[config.mk]
export PLATFORM = sky130hd
export DESIGN_NAME = pll_divider_search_top_flat
export DESIGN_NICKNAME = d
export VERILOG_FILES = /design/src/sv/pds_pkg.sv /design/src/sv/pds_req_if.sv /design/src/sv/pds_rsp_if.sv /design/src/sv/pll_divider_search_top.sv /design/src/sv/pds_divider.sv /design/src/sv/pds_datapath.sv /design/src/sv/pds_ctrl.sv /design/src/flat_wrapper.sv
export SDC_FILE = /design/constraint.sdc
export NUM_CORES = 1
export LEC_CHECK = 0
export ABC_AREA = 1
export BUFFER_PORTS_ARGS = -buffer_cell sky130_fd_sc_hd__clkbuf_2
export CELL_PAD_IN_SITES_DETAIL_PLACEMENT = 0
export CELL_PAD_IN_SITES_GLOBAL_PLACEMENT = 1
export CORE_ASPECT_RATIO = 0.9
export CORE_MARGIN = 10
export CORE_UTILIZATION = 45
export DETAILED_ROUTE_END_ITERATION = 16
export PLACE_DENSITY_LB_ADDON = 0.1
export SYNTH_ARGS = -nofsm -noshare
export SYNTH_HDL_FRONTEND = slang
export SYNTH_SLANG_ARGS = --single-unit
export TNS_END_PERCENT = 30
[constraint.sdc]
create_clock -name clock -period 19.8 [get_ports clock]
set_input_delay 3.96 -clock clock [delete_from_list [all_inputs] [get_ports clock]]
set_output_delay 3.96 -clock clock [all_outputs]
set_load 0.01 [all_outputs]
[src/sv/pds_pkg.sv]
// Package for the PLL divider search block: widths, limits, CSR indexes,
// controller states and the command/status structs.
// No dependencies.
`default_nettype none

package pds_pkg;

   localparam int FEEDBACK_MAX     = 320;
   localparam int FEEDBACK_MIN     = 16;
   localparam int POST_DIVIDER_MAX = 7;

   localparam int FB_W   = $clog2(FEEDBACK_MAX + 1);
   localparam int PD_W   = $clog2(POST_DIVIDER_MAX + 1);
   localparam int PROD_W = $clog2(POST_DIVIDER_MAX * POST_DIVIDER_MAX + 1);

   localparam int KHZ_W      = 20;
   localparam int REF_W      = 24;
   localparam int HZ_W       = 32;
   localparam int ERR_W      = 27;
   localparam int FB_OUT_W   = 9;
   localparam int PD_OUT_W   = 3;
   localparam int WANT_W     = KHZ_W + 10;
   localparam int VCO_W      = REF_W + FB_W;
   localparam int DIV_CNT_W  = $clog2(HZ_W + 1);

   localparam int HZ_PER_KHZ     = 1000;
   localparam int ERROR_BOUND_HZ = 100 * 1000 * 1000;

   localparam int CSR_IDX_W  = 2;
   localparam int CSR_DATA_W = 32;

   localparam logic [CSR_IDX_W-1:0] CSR_REFERENCE = 2'd0;
   localparam logic [CSR_IDX_W-1:0] CSR_VCO_MIN   = 2'd1;
   localparam logic [CSR_IDX_W-1:0] CSR_VCO_MAX   = 2'd2;

   localparam logic [REF_W-1:0] REFERENCE_RESET = 24'd12000000;
   localparam logic [HZ_W-1:0]  VCO_MIN_RESET   = 32'd750000000;
   localparam logic [HZ_W-1:0]  VCO_MAX_RESET   = 32'd1600000000;

   typedef enum logic [2:0] {
      ST_IDLE,
      ST_WINDOW,
      ST_DSTART,
      ST_DIV,
      ST_EVAL,
      ST_NEXT,
      ST_FINISH
   } ctrl_state_type;

   typedef struct packed {
      logic start;
      logic next_fb;
      logic div_go;
      logic eval;
      logic next_pair;
      logic finish;
   } cmd_type;

   typedef struct packed {
      logic win_ok;
      logic fb_last;
      logic pair_last;
      logic best_zero;
      logic div_busy;
      logic out_free;
   } status_type;

endpackage

`default_nettype wire

[src/sv/pds_req_if.sv]
// Request channel: valid/ready handshake carrying the requested frequency.
// Depends on pds_pkg.
`default_nettype none

interface pds_req_if;
   import pds_pkg::*;

   logic             valid;
   logic             ready;
   logic [KHZ_W-1:0] required_khz;

   modport source (output valid, output required_khz, input ready);
   modport sink   (input valid, input required_khz, output ready);

endinterface

`default_nettype wire

[src/sv/pds_rsp_if.sv]
// Response channel: valid/ready handshake carrying the chosen PLL setting.
// Depends on pds_pkg.
`default_nettype none

interface pds_rsp_if;
   import pds_pkg::*;

   logic                valid;
   logic                ready;
   logic                found;
   logic [FB_OUT_W-1:0] feedback_divider;
   logic [PD_OUT_W-1:0] first_post_divider;
   logic [PD_OUT_W-1:0] second_post_divider;
   logic [HZ_W-1:0]     reached_hz;
   logic [ERR_W-1:0]    error_hz;

   modport source (output valid, output found, output feedback_divider,
                   output first_post_divider, output second_post_divider,
                   output reached_hz, output error_hz, input ready);
   modport sink   (input valid, input found, input feedback_divider,
                   input first_post_divider, input second_post_divider,
                   input reached_hz, input error_hz, output ready);

endinterface

`default_nettype wire

[src/sv/pll_divider_search_top.sv]
// Top level of the PLL divider search block: controller plus datapath.
// Depends on pds_pkg, pds_req_if, pds_rsp_if, pds_ctrl, pds_datapath.
//
//   channel  | dir | handshake           | payload
//   ---------+-----+---------------------+------------------------------------------
//   req_bus  | in  | valid/ready         | required_khz
//   rsp_bus  | out | valid/ready         | found, dividers, reached_hz, error_hz
//   csr_*    | in  | csr_we, no stall    | csr_index, csr_wdata
//
// Each item steps the feedback value down from the top and runs the divider once per
// in-window candidate pair, with up to 28 pairs per feedback value.
// One item is searched at a time; a new item is taken while a result waits.
// Reset loads the CSR defaults and empties the response register; no clearing pass.
// A stalled result holds in the response register; the next search then
// waits at its end until the register frees.
`default_nettype none

module pll_divider_search_top (
   input  wire                            clock,
   input  wire                            reset,
   pds_req_if.sink                        req_bus,
   pds_rsp_if.source                      rsp_bus,
   input  wire                            csr_we,
   input  wire [pds_pkg::CSR_IDX_W-1:0]   csr_index,
   input  wire [pds_pkg::CSR_DATA_W-1:0]  csr_wdata
);
   import pds_pkg::*;

   cmd_type    cmd;
   status_type status;
   logic       req_ready;

   assign req_bus.ready = req_ready;

   pds_ctrl u_ctrl (
      .clock     (clock),
      .reset     (reset),
      .req_valid (req_bus.valid),
      .req_ready (req_ready),
      .status    (status),
      .cmd       (cmd)
   );

   pds_datapath u_datapath (
      .clock        (clock),
      .reset        (reset),
      .csr_we       (csr_we),
      .csr_index    (csr_index),
      .csr_wdata    (csr_wdata),
      .required_khz (req_bus.required_khz),
      .cmd          (cmd),
      .status       (status),
      .rsp_bus      (rsp_bus)
   );

endmodule

`default_nettype wire

[src/sv/pds_divider.sv]
// Restoring shift-subtract divider, one quotient bit per cycle.
// Depends on pds_pkg.
`default_nettype none

module pds_divider (
   input  wire                        clock,
   input  wire                        reset,
   input  wire                        go,
   input  wire [pds_pkg::HZ_W-1:0]    dividend,
   input  wire [pds_pkg::PROD_W-1:0]  divisor,
   output logic                       busy,
   output logic [pds_pkg::HZ_W-1:0]   quotient,
   output logic [pds_pkg::PROD_W-1:0] remainder
);
   import pds_pkg::*;

   logic [HZ_W-1:0]      quo_ff, quo_in;
   logic [PROD_W-1:0]    rem_ff, rem_in;
   logic [PROD_W-1:0]    dsr_ff, dsr_in;
   logic [DIV_CNT_W-1:0] cnt_ff, cnt_in;
   logic [PROD_W:0]      trial;
   logic [PROD_W:0]      diff;
   logic                 fits;

   always_comb begin
      trial  = {rem_ff, quo_ff[HZ_W-1]};
      diff   = trial - {1'b0, dsr_ff};
      fits   = trial >= {1'b0, dsr_ff};
      quo_in = quo_ff;
      rem_in = rem_ff;
      dsr_in = dsr_ff;
      cnt_in = cnt_ff;
      if (go) begin
         quo_in = dividend;
         rem_in = '0;
         dsr_in = divisor;
         cnt_in = DIV_CNT_W'(HZ_W);
      end else if (cnt_ff != '0) begin
         quo_in = {quo_ff[HZ_W-2:0], fits};
         rem_in = fits ? diff[PROD_W-1:0] : trial[PROD_W-1:0];
         cnt_in = cnt_ff - 1'b1;
      end
   end

   always_ff @(posedge clock) begin
      if (reset) begin
         cnt_ff <= '0;
      end else begin
         cnt_ff <= cnt_in;
      end
      quo_ff <= quo_in;
      rem_ff <= rem_in;
      dsr_ff <= dsr_in;
   end

   assign busy      = cnt_ff != '0;
   assign quotient  = quo_ff;
   assign remainder = rem_ff;

endmodule

`default_nettype wire

[src/sv/pds_datapath.sv]
// Datapath: CSRs, candidate counters, divider, best-candidate tracking and
// the response register. Depends on pds_pkg, pds_rsp_if, pds_divider.
`default_nettype none

module pds_datapath (
   input  wire                            clock,
   input  wire                            reset,
   input  wire                            csr_we,
   input  wire [pds_pkg::CSR_IDX_W-1:0]   csr_index,
   input  wire [pds_pkg::CSR_DATA_W-1:0]  csr_wdata,
   input  wire [pds_pkg::KHZ_W-1:0]       required_khz,
   input  pds_pkg::cmd_type               cmd,
   output pds_pkg::status_type            status,
   pds_rsp_if.source                      rsp_bus
);
   import pds_pkg::*;

   logic [REF_W-1:0]  reference_ff, reference_in;
   logic [HZ_W-1:0]   vco_min_ff, vco_min_in;
   logic [HZ_W-1:0]   vco_max_ff, vco_max_in;
   logic [WANT_W-1:0] want_ff, want_in;
   logic [VCO_W-1:0]  vco_ff, vco_in;
   logic [FB_W-1:0]   fb_ff, fb_in;
   logic [PD_W-1:0]   p1_ff, p1_in;
   logic [PD_W-1:0]   p2_ff, p2_in;
   logic [ERR_W-1:0]  best_ff, best_in;
   logic              hit_ff, hit_in;
   logic [FB_W-1:0]   sel_fb_ff, sel_fb_in;
   logic [PD_W-1:0]   sel_p1_ff, sel_p1_in;
   logic [PD_W-1:0]   sel_p2_ff, sel_p2_in;
   logic [HZ_W-1:0]   reach_ff, reach_in;

   logic                rsp_valid_ff, rsp_valid_in;
   logic                found_ff, found_in;
   logic [FB_OUT_W-1:0] out_fb_ff, out_fb_in;
   logic [PD_OUT_W-1:0] out_p1_ff, out_p1_in;
   logic [PD_OUT_W-1:0] out_p2_ff, out_p2_in;
   logic [HZ_W-1:0]     out_reach_ff, out_reach_in;
   logic [ERR_W-1:0]    out_err_ff, out_err_in;

   logic              div_busy;
   logic [HZ_W-1:0]   quotient;
   logic [PROD_W-1:0] remainder;
   logic [PROD_W-1:0] prod;
   logic [HZ_W-1:0]   want_hz;
   logic [HZ_W-1:0]   err;
   logic              better;

   assign prod = PROD_W'(p1_ff) * PROD_W'(p2_ff);

   pds_divider u_divider (
      .clock     (clock),
      .reset     (reset),
      .go        (cmd.div_go),
      .dividend  (vco_ff[HZ_W-1:0]),
      .divisor   (prod),
      .busy      (div_busy),
      .quotient  (quotient),
      .remainder (remainder)
   );

   always_comb begin
      want_hz = HZ_W'(want_ff);
      err     = (quotient >= want_hz) ? quotient - want_hz : want_hz - quotient;
      better  = (remainder == '0) && (err < HZ_W'(best_ff));
   end

   always_comb begin
      reference_in = reference_ff;
      vco_min_in   = vco_min_ff;
      vco_max_in   = vco_max_ff;
      if (csr_we) begin
         unique case (csr_index)
            CSR_REFERENCE: reference_in = csr_wdata[REF_W-1:0];
            CSR_VCO_MIN:   vco_min_in   = csr_wdata[HZ_W-1:0];
            CSR_VCO_MAX:   vco_max_in   = csr_wdata[HZ_W-1:0];
            default:       ;
         endcase
      end
   end

   always_comb begin
      want_in   = want_ff;
      vco_in    = vco_ff;
      fb_in     = fb_ff;
      p1_in     = p1_ff;
      p2_in     = p2_ff;
      best_in   = best_ff;
      hit_in    = hit_ff;
      sel_fb_in = sel_fb_ff;
      sel_p1_in = sel_p1_ff;
      sel_p2_in = sel_p2_ff;
      reach_in  = reach_ff;
      if (cmd.start) begin
         want_in = WANT_W'(required_khz) * WANT_W'(HZ_PER_KHZ);
         vco_in  = VCO_W'(reference_ff) * VCO_W'(FEEDBACK_MAX);
         fb_in   = FB_W'(FEEDBACK_MAX);
         p1_in   = PD_W'(POST_DIVIDER_MAX);
         p2_in   = PD_W'(POST_DIVIDER_MAX);
         best_in = ERR_W'(ERROR_BOUND_HZ);
         hit_in  = 1'b0;
      end
      if (cmd.next_fb) begin
         vco_in = vco_ff - VCO_W'(reference_ff);
         fb_in  = fb_ff - 1'b1;
         p1_in  = PD_W'(POST_DIVIDER_MAX);
         p2_in  = PD_W'(POST_DIVIDER_MAX);
      end
      if (cmd.next_pair) begin
         if (p2_ff == PD_W'(1)) begin
            p1_in = p1_ff - 1'b1;
            p2_in = p1_ff - 1'b1;
         end else begin
            p2_in = p2_ff - 1'b1;
         end
      end
      if (cmd.eval && better) begin
         best_in   = err[ERR_W-1:0];
         hit_in    = 1'b1;
         sel_fb_in = fb_ff;
         sel_p1_in = p1_ff;
         sel_p2_in = p2_ff;
         reach_in  = quotient;
      end
   end

   always_comb begin
      rsp_valid_in = rsp_valid_ff;
      found_in     = found_ff;
      out_fb_in    = out_fb_ff;
      out_p1_in    = out_p1_ff;
      out_p2_in    = out_p2_ff;
      out_reach_in = out_reach_ff;
      out_err_in   = out_err_ff;
      if (cmd.finish) begin
         rsp_valid_in = 1'b1;
         found_in     = hit_ff;
         out_fb_in    = hit_ff ? FB_OUT_W'(sel_fb_ff) : '0;
         out_p1_in    = hit_ff ? PD_OUT_W'(sel_p1_ff) : '0;
         out_p2_in    = hit_ff ? PD_OUT_W'(sel_p2_ff) : '0;
         out_reach_in = hit_ff ? reach_ff : '0;
         out_err_in   = hit_ff ? best_ff : '0;
      end else if (rsp_bus.ready) begin
         rsp_valid_in = 1'b0;
      end
   end

   always_ff @(posedge clock) begin
      if (reset) begin
         reference_ff <= REFERENCE_RESET;
         vco_min_ff   <= VCO_MIN_RESET;
         vco_max_ff   <= VCO_MAX_RESET;
         rsp_valid_ff <= 1'b0;
      end else begin
         reference_ff <= reference_in;
         vco_min_ff   <= vco_min_in;
         vco_max_ff   <= vco_max_in;
         rsp_valid_ff <= rsp_valid_in;
      end
      want_ff      <= want_in;
      vco_ff       <= vco_in;
      fb_ff        <= fb_in;
      p1_ff        <= p1_in;
      p2_ff        <= p2_in;
      best_ff      <= best_in;
      hit_ff       <= hit_in;
      sel_fb_ff    <= sel_fb_in;
      sel_p1_ff    <= sel_p1_in;
      sel_p2_ff    <= sel_p2_in;
      reach_ff     <= reach_in;
      found_ff     <= found_in;
      out_fb_ff    <= out_fb_in;
      out_p1_ff    <= out_p1_in;
      out_p2_ff    <= out_p2_in;
      out_reach_ff <= out_reach_in;
      out_err_ff   <= out_err_in;
   end

   always_comb begin
      status.win_ok    = (vco_ff >= VCO_W'(vco_min_ff)) && (vco_ff <= VCO_W'(vco_max_ff));
      status.fb_last   = fb_ff == FB_W'(FEEDBACK_MIN);
      status.pair_last = p1_ff == PD_W'(1);
      status.best_zero = best_ff == '0;
      status.div_busy  = div_busy;
      status.out_free  = !rsp_valid_ff || rsp_bus.ready;
   end

   assign rsp_bus.valid               = rsp_valid_ff;
   assign rsp_bus.found               = found_ff;
   assign rsp_bus.feedback_divider    = out_fb_ff;
   assign rsp_bus.first_post_divider  = out_p1_ff;
   assign rsp_bus.second_post_divider = out_p2_ff;
   assign rsp_bus.reached_hz          = out_reach_ff;
   assign rsp_bus.error_hz            = out_err_ff;

endmodule

`default_nettype wire

[src/sv/pds_ctrl.sv]
// Search controller: walks feedback and post divider candidates and
// sequences the divider. Depends on pds_pkg.
`default_nettype none

module pds_ctrl (
   input  wire                  clock,
   input  wire                  reset,
   input  wire                  req_valid,
   output logic                 req_ready,
   input  pds_pkg::status_type  status,
   output pds_pkg::cmd_type     cmd
);
   import pds_pkg::*;

   ctrl_state_type state_ff, state_in;

   always_ff @(posedge clock) begin
      if (reset) begin
         state_ff <= ST_IDLE;
      end else begin
         state_ff <= state_in;
      end
   end

   always_comb begin
      state_in  = state_ff;
      cmd       = '0;
      req_ready = 1'b0;
      unique case (state_ff)
         ST_IDLE: begin
            req_ready = 1'b1;
            if (req_valid) begin
               cmd.start = 1'b1;
               state_in  = ST_WINDOW;
            end
         end
         ST_WINDOW: begin
            priority if (status.win_ok) begin
               state_in = ST_DSTART;
            end else if (status.fb_last) begin
               state_in = ST_FINISH;
            end else begin
               cmd.next_fb = 1'b1;
            end
         end
         ST_DSTART: begin
            cmd.div_go = 1'b1;
            state_in   = ST_DIV;
         end
         ST_DIV: begin
            if (!status.div_busy) begin
               state_in = ST_EVAL;
            end
         end
         ST_EVAL: begin
            cmd.eval = 1'b1;
            state_in = ST_NEXT;
         end
         ST_NEXT: begin
            priority if (status.best_zero || (status.pair_last && status.fb_last)) begin
               state_in = ST_FINISH;
            end else if (status.pair_last) begin
               cmd.next_fb = 1'b1;
               state_in    = ST_WINDOW;
            end else begin
               cmd.next_pair = 1'b1;
               state_in      = ST_DSTART;
            end
         end
         ST_FINISH: begin
            if (status.out_free) begin
               cmd.finish = 1'b1;
               state_in   = ST_IDLE;
            end
         end
         default: state_in = ST_IDLE;
      endcase
   end

endmodule

`default_nettype wire

[src/flat_wrapper.sv]
// flat-port wrapper written by rule: the top's interface ports become plain ports
module pll_divider_search_top_flat import pds_pkg::*;
  (clock, reset, csr_we, csr_index, csr_wdata, req_bus_valid, req_bus_required_khz, req_bus_ready, rsp_bus_valid, rsp_bus_found, rsp_bus_feedback_divider, rsp_bus_first_post_divider, rsp_bus_second_post_divider, rsp_bus_reached_hz, rsp_bus_error_hz, rsp_bus_ready);
  pds_req_if req_bus_i ();
  pds_rsp_if rsp_bus_i ();
  input  wire clock;
  input  wire reset;
  input  wire csr_we;
  input  wire [pds_pkg::CSR_IDX_W-1:0] csr_index;
  input  wire [pds_pkg::CSR_DATA_W-1:0] csr_wdata;
  input wire logic [$bits(req_bus_i.valid)-1:0] req_bus_valid;
  input wire logic [$bits(req_bus_i.required_khz)-1:0] req_bus_required_khz;
  output wire logic [$bits(req_bus_i.ready)-1:0] req_bus_ready;
  output wire logic [$bits(rsp_bus_i.valid)-1:0] rsp_bus_valid;
  output wire logic [$bits(rsp_bus_i.found)-1:0] rsp_bus_found;
  output wire logic [$bits(rsp_bus_i.feedback_divider)-1:0] rsp_bus_feedback_divider;
  output wire logic [$bits(rsp_bus_i.first_post_divider)-1:0] rsp_bus_first_post_divider;
  output wire logic [$bits(rsp_bus_i.second_post_divider)-1:0] rsp_bus_second_post_divider;
  output wire logic [$bits(rsp_bus_i.reached_hz)-1:0] rsp_bus_reached_hz;
  output wire logic [$bits(rsp_bus_i.error_hz)-1:0] rsp_bus_error_hz;
  input wire logic [$bits(rsp_bus_i.ready)-1:0] rsp_bus_ready;
  assign req_bus_i.valid = req_bus_valid;
  assign req_bus_i.required_khz = req_bus_required_khz;
  assign req_bus_ready = req_bus_i.ready;
  assign rsp_bus_valid = rsp_bus_i.valid;
  assign rsp_bus_found = rsp_bus_i.found;
  assign rsp_bus_feedback_divider = rsp_bus_i.feedback_divider;
  assign rsp_bus_first_post_divider = rsp_bus_i.first_post_divider;
  assign rsp_bus_second_post_divider = rsp_bus_i.second_post_divider;
  assign rsp_bus_reached_hz = rsp_bus_i.reached_hz;
  assign rsp_bus_error_hz = rsp_bus_i.error_hz;
  assign rsp_bus_i.ready = rsp_bus_ready;
  pll_divider_search_top u_core (.clock(clock), .reset(reset), .req_bus(req_bus_i), .rsp_bus(rsp_bus_i), .csr_we(csr_we), .csr_index(csr_index), .csr_wdata(csr_wdata));
endmodule
==> results of run 1 <==
layer usage:
layer	global-route usage	vias to the layer above	wire length, um
met2	0.3297	463	32310
met3	0.02732	88	3705
met1	0.3165	10000	36900
met5	0	-	0
li1	-	10560	-
met4	0.04051	0	1155
registers in the layout (all words and copies together) (netlist names), 24 cells and up:
register,count
u_core.u_datapath.rsp_bus.error_hz,27
u_core.u_datapath.want_ff,27
u_core.u_datapath.vco_max_ff,32
u_core.u_datapath.reach_ff,32
u_core.u_datapath.best_ff,27
u_core.u_datapath.vco_min_ff,32
u_core.u_datapath.vco_ff,33
u_core.u_datapath.reference_ff,24
u_core.u_datapath.u_divider.quotient,32
u_core.u_datapath.rsp_bus.reached_hz,32
Yosys cell counts (2+ instances only):
cell         n  area [um^2]
o2111ai_1    4        35.03
a21o_1      11        82.58
ha_1       291         3641
or2_2        6        37.54
buf_8        2        30.03
o21a_1      10        75.07
nor3_1      33        165.2
edfxtp_1   259         7777
nor3b_1      2        15.01
a22oi_1      4        30.03
nor2_1     181        679.4
inv_1      549         2061
nand3b_1     8        60.06
dfxtp_1    108         2162
nand2_1    686         2575
o21ai_1      2        10.01
buf_1        2        7.510
nand2_2     14        87.58
clkbuf_1    49        183.9
nor4_1      13        81.33
nand4_1     40        250.2
o21bai_1    14        105.1
fa_1        76         1521
xor2_1      81        709.4
nor2_4      11        123.9
a31oi_1     12        75.07
mux2i_1      3        30.03
o211ai_1    37        277.8
a21oi_1    239         1196
o21ai_0    207         1036
buf_4        2        15.01
nand3_1     89        445.4
nor2_2       8        50.05
a211oi_1     5        37.54
xnor2_1     38        332.8
nand3_2      5        50.05
buf_2        8        40.04
nand4_2      2        25.02
inv_2       12        45.04
clkinv_1     2        7.510
and2_1       2        12.51
area by class of cell:
cell class	instances	share of cell area
clock buffers	49	0.03761
clock inverters	29	0.01107
inverters	563	0.07244
multi-input cells	2143	0.4791
flip-flops and latches	367	0.3408
well taps	765	0.03281
repair buffers	147	0.02625
metrics by stage:
| step | util | setup slack [ns] |
|---|---|---|
| CTS | 0.5080 | 12.01 |
| detailed placement | 0.4833 | 11.43 |
| finish | 0.5080 | 12.02 |
| global placement | 0.4833 | 11.50 |
| floorplan | - | 10.11 |
| global route | 0.5080 | 11.58 |
power by group through the flow:
stage                     logic, uW  clock network [uW]  registers (uW)
after floorplan                2140                   0            1190
after global placement         2910                   0            1290
after detailed placement       2940                   0            1290
after CTS                      2960                 817            1280
after global routing           3370                 849            1290
final                          2970                 799            1280
critical path, stage by stage:
cell      delay, ns
clkbuf_2       0.15
fa_1           0.54
inv_1          0.05
fa_1           0.51
inv_1          0.06
fa_1           0.49
inv_1          0.05
fa_1           0.49
inv_1          0.04
ha_1           0.35
inv_1          0.07
o21ai_0        0.21
o21ai_0        0.13
o211ai_1       0.12
a31oi_1        0.10
o21ai_0        0.37
a21oi_1        0.15
or2_2          0.29
nand2_1        0.06
path summary, 6_finish.rpt:
kind	end	slack, ns	from	cells past startpoint
setup / recovery	u_core.u_datapath.want_ff[22]	12.02	req_bus_required_khz[2]	19
hold / removal	u_core.u_datapath.sel_fb_ff[1]	0.45	u_core.u_datapath.fb_ff[1]	0
setup reg to reg	u_core.u_datapath.best_ff[22]	13.19	u_core.u_datapath.u_divider.quotient[11]	24
hold reg to reg	u_core.u_datapath.sel_fb_ff[1]	0.45	u_core.u_datapath.fb_ff[1]	0
logic make-up after synthesis:
| family | count (synthesis) | synth area share |
|---|---|---|
| buffers and inverters | 626 | 0.09092 |
| adders and majority gates | 367 | 0.1964 |
| muxes | 3 | 0.001142 |
| DFF | 367 | 0.3781 |
| AOI/OAI and AO/OA | 549 | 0.1138 |
| and+or+nand+nor | 1105 | 0.1799 |
| xor gates and xnor gates | 119 | 0.03965 |
==> flow_metrics.py, run 1 <==
metrics = {
    "layout": {
        "final_cells": 4063,
        "layout_commonest_cell": "nand2_1",
        "antenna_cells": 0,
        "drive_gt1_frac": 0.08611,
        "seq_area_mm2": 0.009941,
        "final_nets": 3690,
        "area.growth.synth_to_final_pct": 10.99,
        "multiInputGateArea_mm2": 0.01398,
        "num-fill-cells": 5625,
        "layout_common_cells": "nand2_1, inv_1, ha_1",
        "post-route-cell-area_mm2": 0.02917,
    },
    "clock_tree": {
        "cts_max_level": 2,
        "numCtsBuffers": 42,
        "clockBufferDepth": 3,
        "insertion_delay_ns": 0.60,
        "cts_hold_buf": 0,
        "cts_resized": 0,
        "clkTransAtPathRegs_ns": 0.06,
        "cts_tree": "built",
        "cts_root_buf": "clkbuf_16",
        "post_cts_buffers": 0,
        "cts_sinks": 367,
    },
    "sta": {
        "min_period_over_period": 0.3928,
        "final-setup-viol-count": 0,
        "tightest_slew_ns": 1.222,
        "hold_viol": 0,
        "hold_ws_ns": 0.4495,
        "min_period_ns": 7.777,
        "finClkSkew_ns": 0.05253,
        "fmax_mhz": 128.6,
        "tns_ns": 0,
        "relSlewSlack": 0.1834,
        "rsz0062_at_grt": "no",
        "finalMaxSlewViolations": 0,
    },
    "global_route": {
        "overflow": 0,
        "antenna_found_initial": 2,
        "grt_pass1_wl_um": 116500,
        "track_usage": 0.2141,
        "grt_max_degree": 91,
        "grt_pass1_vias": 20430,
    },
    "synth": {
        "syn_inst": 3136,
        "ys.flop_type": "edfxtp_1",
        "syn_area_mm2": 0.02629,
        "synth_area_per_cell_um2": 8.382,
        "synth_cell_types": 50,
        "yosysWarnings": 0,
        "synth_seq_cells": 367,
        "async_reset_ff_frac": 0,
        "synth_edf_count": 259,
        "seq_area_frac_synth": 0.3781,
        "synth_nets": 3562,
    },
    "floorplanning": {
        "num_rows": 83,
        "ioPinCount": 136,
        "design.core.area_mm2": 0.05743,
        "die_y_um": 249.3,
        "initial_core_util": 0.4577,
        "die_area_mm2": 0.06849,
        "die_width_um": 274.8,
    },
    "placement": {
        "dpl_cell_area_mm2": 0.02775,
        "dp.cells": 3985,
        "numPortBuffers": 135,
        "dpl.hpwl_um": 59270,
        "place_congestion": 0.9611,
    },
    "route": {
        "num_vias": 21110,
        "ant_nets": 0,
        "wl_per_cell_um": 18.23,
        "drc": 0,
        "routed_wl_um": 74080,
        "via_per_inst": 5.195,
        "drtIter0Drc": 1347,
        "first_pass_iters": 6,
    },
    "setup_path": {
        "endpoint_kind": "flop",
        "cp.arrival_ns": 8.20,
        "required_ns": 20.22,
        "cp-start-kind": "input pin",
        "crit_type": "in2reg",
        "cp_max_fo": 6,
    },
    "pwr": {
        "fin_total_pwr_uw": 5044,
        "clockPowerShare": 0.158,
        "p_int_uw": 2510,
        "power_density_mw_per_mm2": 172.9,
        "switching_power_uw": 2534,
        "combPwrFrac": 0.589,
        "swShare": 0.5023,
        "ir_drop_mv": 0.07135,
        "sequentialPowerShare": 0.253,
        "p_leak_uw": 0.01409,
    },
    "hold_path": {
        "hold_class": "reg2reg",
    },
    "status": {
        "outcome": "completed",
    },
    "job": {
        "cap_violations": 0,
    },
}
(Power assumes the default switching activity.)
==> run 2: changes to the inputs <==
--- a/config.mk
+++ b/config.mk
@@ -11,7 +11,7 @@
 export CELL_PAD_IN_SITES_GLOBAL_PLACEMENT = 1
 export CORE_ASPECT_RATIO = 0.9
 export CORE_MARGIN = 10
-export CORE_UTILIZATION = 45
+export CORE_UTILIZATION = 43
 export DETAILED_ROUTE_END_ITERATION = 16
 export PLACE_DENSITY_LB_ADDON = 0.1
 export SYNTH_ARGS = -nofsm -noshare
==> constraint.sdc (replaced) <==
create_clock -name clock -period 6.37 [get_ports clock]
set_input_delay 1.274 -clock clock [delete_from_list [all_inputs] [get_ports clock]]
set_output_delay 1.274 -clock clock [all_outputs]
set_load 0.01 [all_outputs]
==> run 2 against run 1 <==
Compared with the run above: hold slack worse by 0.0011 ns; sequential cell count unchanged; die area increased by 4.3%; clock-buffer cell count is 15 higher; register-to-register slack lost 12 ns; highest routed layer unchanged.
==> flow_metrics.py, run 2 (synthesis gave the netlist of run 1 again) <==
metrics = {
    "status": {
        "outcome": "completed",
    },
    "clock_tree": {
        "cts_tree": "built",
        "cts_max_level": 2,
        "numCtsBuffers": 43,
        "insertion_delay_ns": 0.59,
        "clockBufferDepth": 3,
        "cts_root_buf": "clkbuf_16",
        "cts_hold_buf": 0,
        "post_cts_buffers": 0,
        "clkTransAtPathRegs_ns": 0.06,
        "cts_sinks": 367,
        "cts_resized": 0,
    },
    "layout": {
        "drive_gt1_frac": 0.08711,
        "antenna_cells": 0,
        "layout_commonest_cell": "nand2_1",
        "final_nets": 3697,
        "layout_common_cells": "nand2_1, inv_1, ha_1",
        "post-route-cell-area_mm2": 0.02930,
        "largest-register": "u_core.u_datapath.vco_ff",
        "largest_reg_flops": 33,
        "area.growth.synth_to_final_pct": 11.45,
        "final_cells": 4089,
    },
    "route": {
        "wl_per_cell_um": 18.58,
        "routed_wl_um": 75990,
        "num_vias": 20830,
        "ant_nets": 0,
        "drtIter0Drc": 1470,
        "first_pass_iters": 6,
        "drc": 0,
        "via_per_inst": 5.094,
    },
    "job": {
        "cap_violations": 0,
    },
    "global_route": {
        "antenna_found_initial": 0,
        "overflow": 0,
        "track_usage": 0.2114,
        "grt_pass1_vias": 20610,
        "grt_max_degree": 74,
        "grt_pass1_wl_um": 118500,
    },
    "sta": {
        "min_period_over_period": 0.8180,
        "finalMaxSlewViolations": 0,
        "relSlewSlack": 0.3887,
        "rsz0062_at_grt": "no",
        "tns_ns": 0,
        "min_period_ns": 5.211,
        "final-setup-viol-count": 0,
        "fmax_mhz": 191.9,
        "hold_viol": 0,
        "tightest_slew_ns": 0.9160,
        "finClkSkew_ns": 0.03243,
    },
    "setup_path": {
        "endpoint_kind": "flop",
        "cp-start-kind": "flop",
        "crit_type": "reg2reg",
        "required_ns": 6.60,
        "cp_max_fo": 47,
        "cp.arrival_ns": 5.44,
    },
    "pwr": {
        "sequentialPowerShare": 0.250,
        "swShare": 0.5027,
        "switching_power_uw": 7934,
        "power_density_mw_per_mm2": 538.7,
        "combPwrFrac": 0.592,
        "clockPowerShare": 0.158,
        "p_int_uw": 7849,
        "p_leak_uw": 0.01414,
        "ir_drop_mv": 0.2347,
    },
    "placement": {
        "numPortBuffers": 135,
        "place_congestion": 0.9420,
        "dp.cells": 4009,
        "dpl_cell_area_mm2": 0.02786,
        "dpl.hpwl_um": 61640,
    },
    "floorplanning": {
        "design.core.area_mm2": 0.06020,
        "initial_core_util": 0.4367,
        "num_rows": 85,
        "die_y_um": 254.6,
        "ioPinCount": 136,
        "die_width_um": 280.6,
        "die_area_mm2": 0.07143,
    },
    "hold_path": {
        "hold_class": "reg2reg",
    },
}
run 2: final cells by class:
cell class / count / area (um^2)
multi-input combinational: 2143 / 13980
fill: 5887 / 30900
sequential: 367 / 9941
inverter: 563 / 2113
timing repair buffer: 153 / 848.3
clock inverter: 16 / 185.2
clock buffer: 64 / 1246
tap: 783 / 979.7
run 2: through the flow:
stage	util	power, uW	worst slack (ns)	hold WS, ns
2_1_floorplan	-	10340	1.226	0.4264
6_report	0.4867	15780	1.159	0.4485
3_5_place_dp	0.4629	13280	0.6785	0.4361
5_1_grt	0.4867	17210	0.7749	0.4694
3_3_place_gp	0.4629	13240	0.7217	0.4364
4_1_cts	0.4867	15850	1.162	0.4510
run 2: layer usage:
metal,share of wire,vias up,global-route usage
met1,0.50,9786,0.3093
met5,0,-,0
li1,-,10580,-
met2,0.44,401,0.3331
met3,0.042,64,0.02394
met4,0.014,0,0.04145
run 2: power groups by stage:
stage / logic [uW] / registers (uW) / clock network (uW)
floorplan: 6640 / 3700 / 0
global placement: 9250 / 3990 / 0
detailed placement: 9280 / 4000 / 0
CTS: 9340 / 3950 / 2570
global route: 10600 / 4000 / 2650
finish: 9340 / 3940 / 2500
run 2: final timing paths:
path / from / endpoint / slack [ns] / cells after the start
setup / recovery: u_core.u_datapath.u_divider.quotient[19] / u_core.u_datapath.reach_ff[23] / 1.16 / 25
hold / removal: u_core.u_datapath.fb_ff[1] / u_core.u_datapath.sel_fb_ff[1] / 0.45 / 0
setup reg to reg: u_core.u_datapath.u_divider.quotient[19] / u_core.u_datapath.reach_ff[23] / 1.16 / 25
hold reg to reg: u_core.u_datapath.fb_ff[1] / u_core.u_datapath.sel_fb_ff[1] / 0.45 / 0
run 2: critical path, stage by stage, from the launching register on:
cell	delay, ns
edfxtp_1	0.44
ha_1	0.39
a21oi_1	0.40
nand2_1	0.10
nand2_1	0.11
nand2_1	0.08
a21oi_1	0.23
nand3_4	0.32
inv_2	0.46
nand2_1	0.09
nand2_1	0.09
xor2_1	0.24
inv_1	0.08
ha_1	0.29
a21oi_1	0.14
o21ai_0	0.10
a21oi_1	0.14
nand2_1	0.08
nand2_1	0.05
nand2_1	0.04
nand2_1	0.07
nand2_1	0.06
nand3_2	0.26
nand4_4	0.16
inv_2	0.10
buf_12	0.28
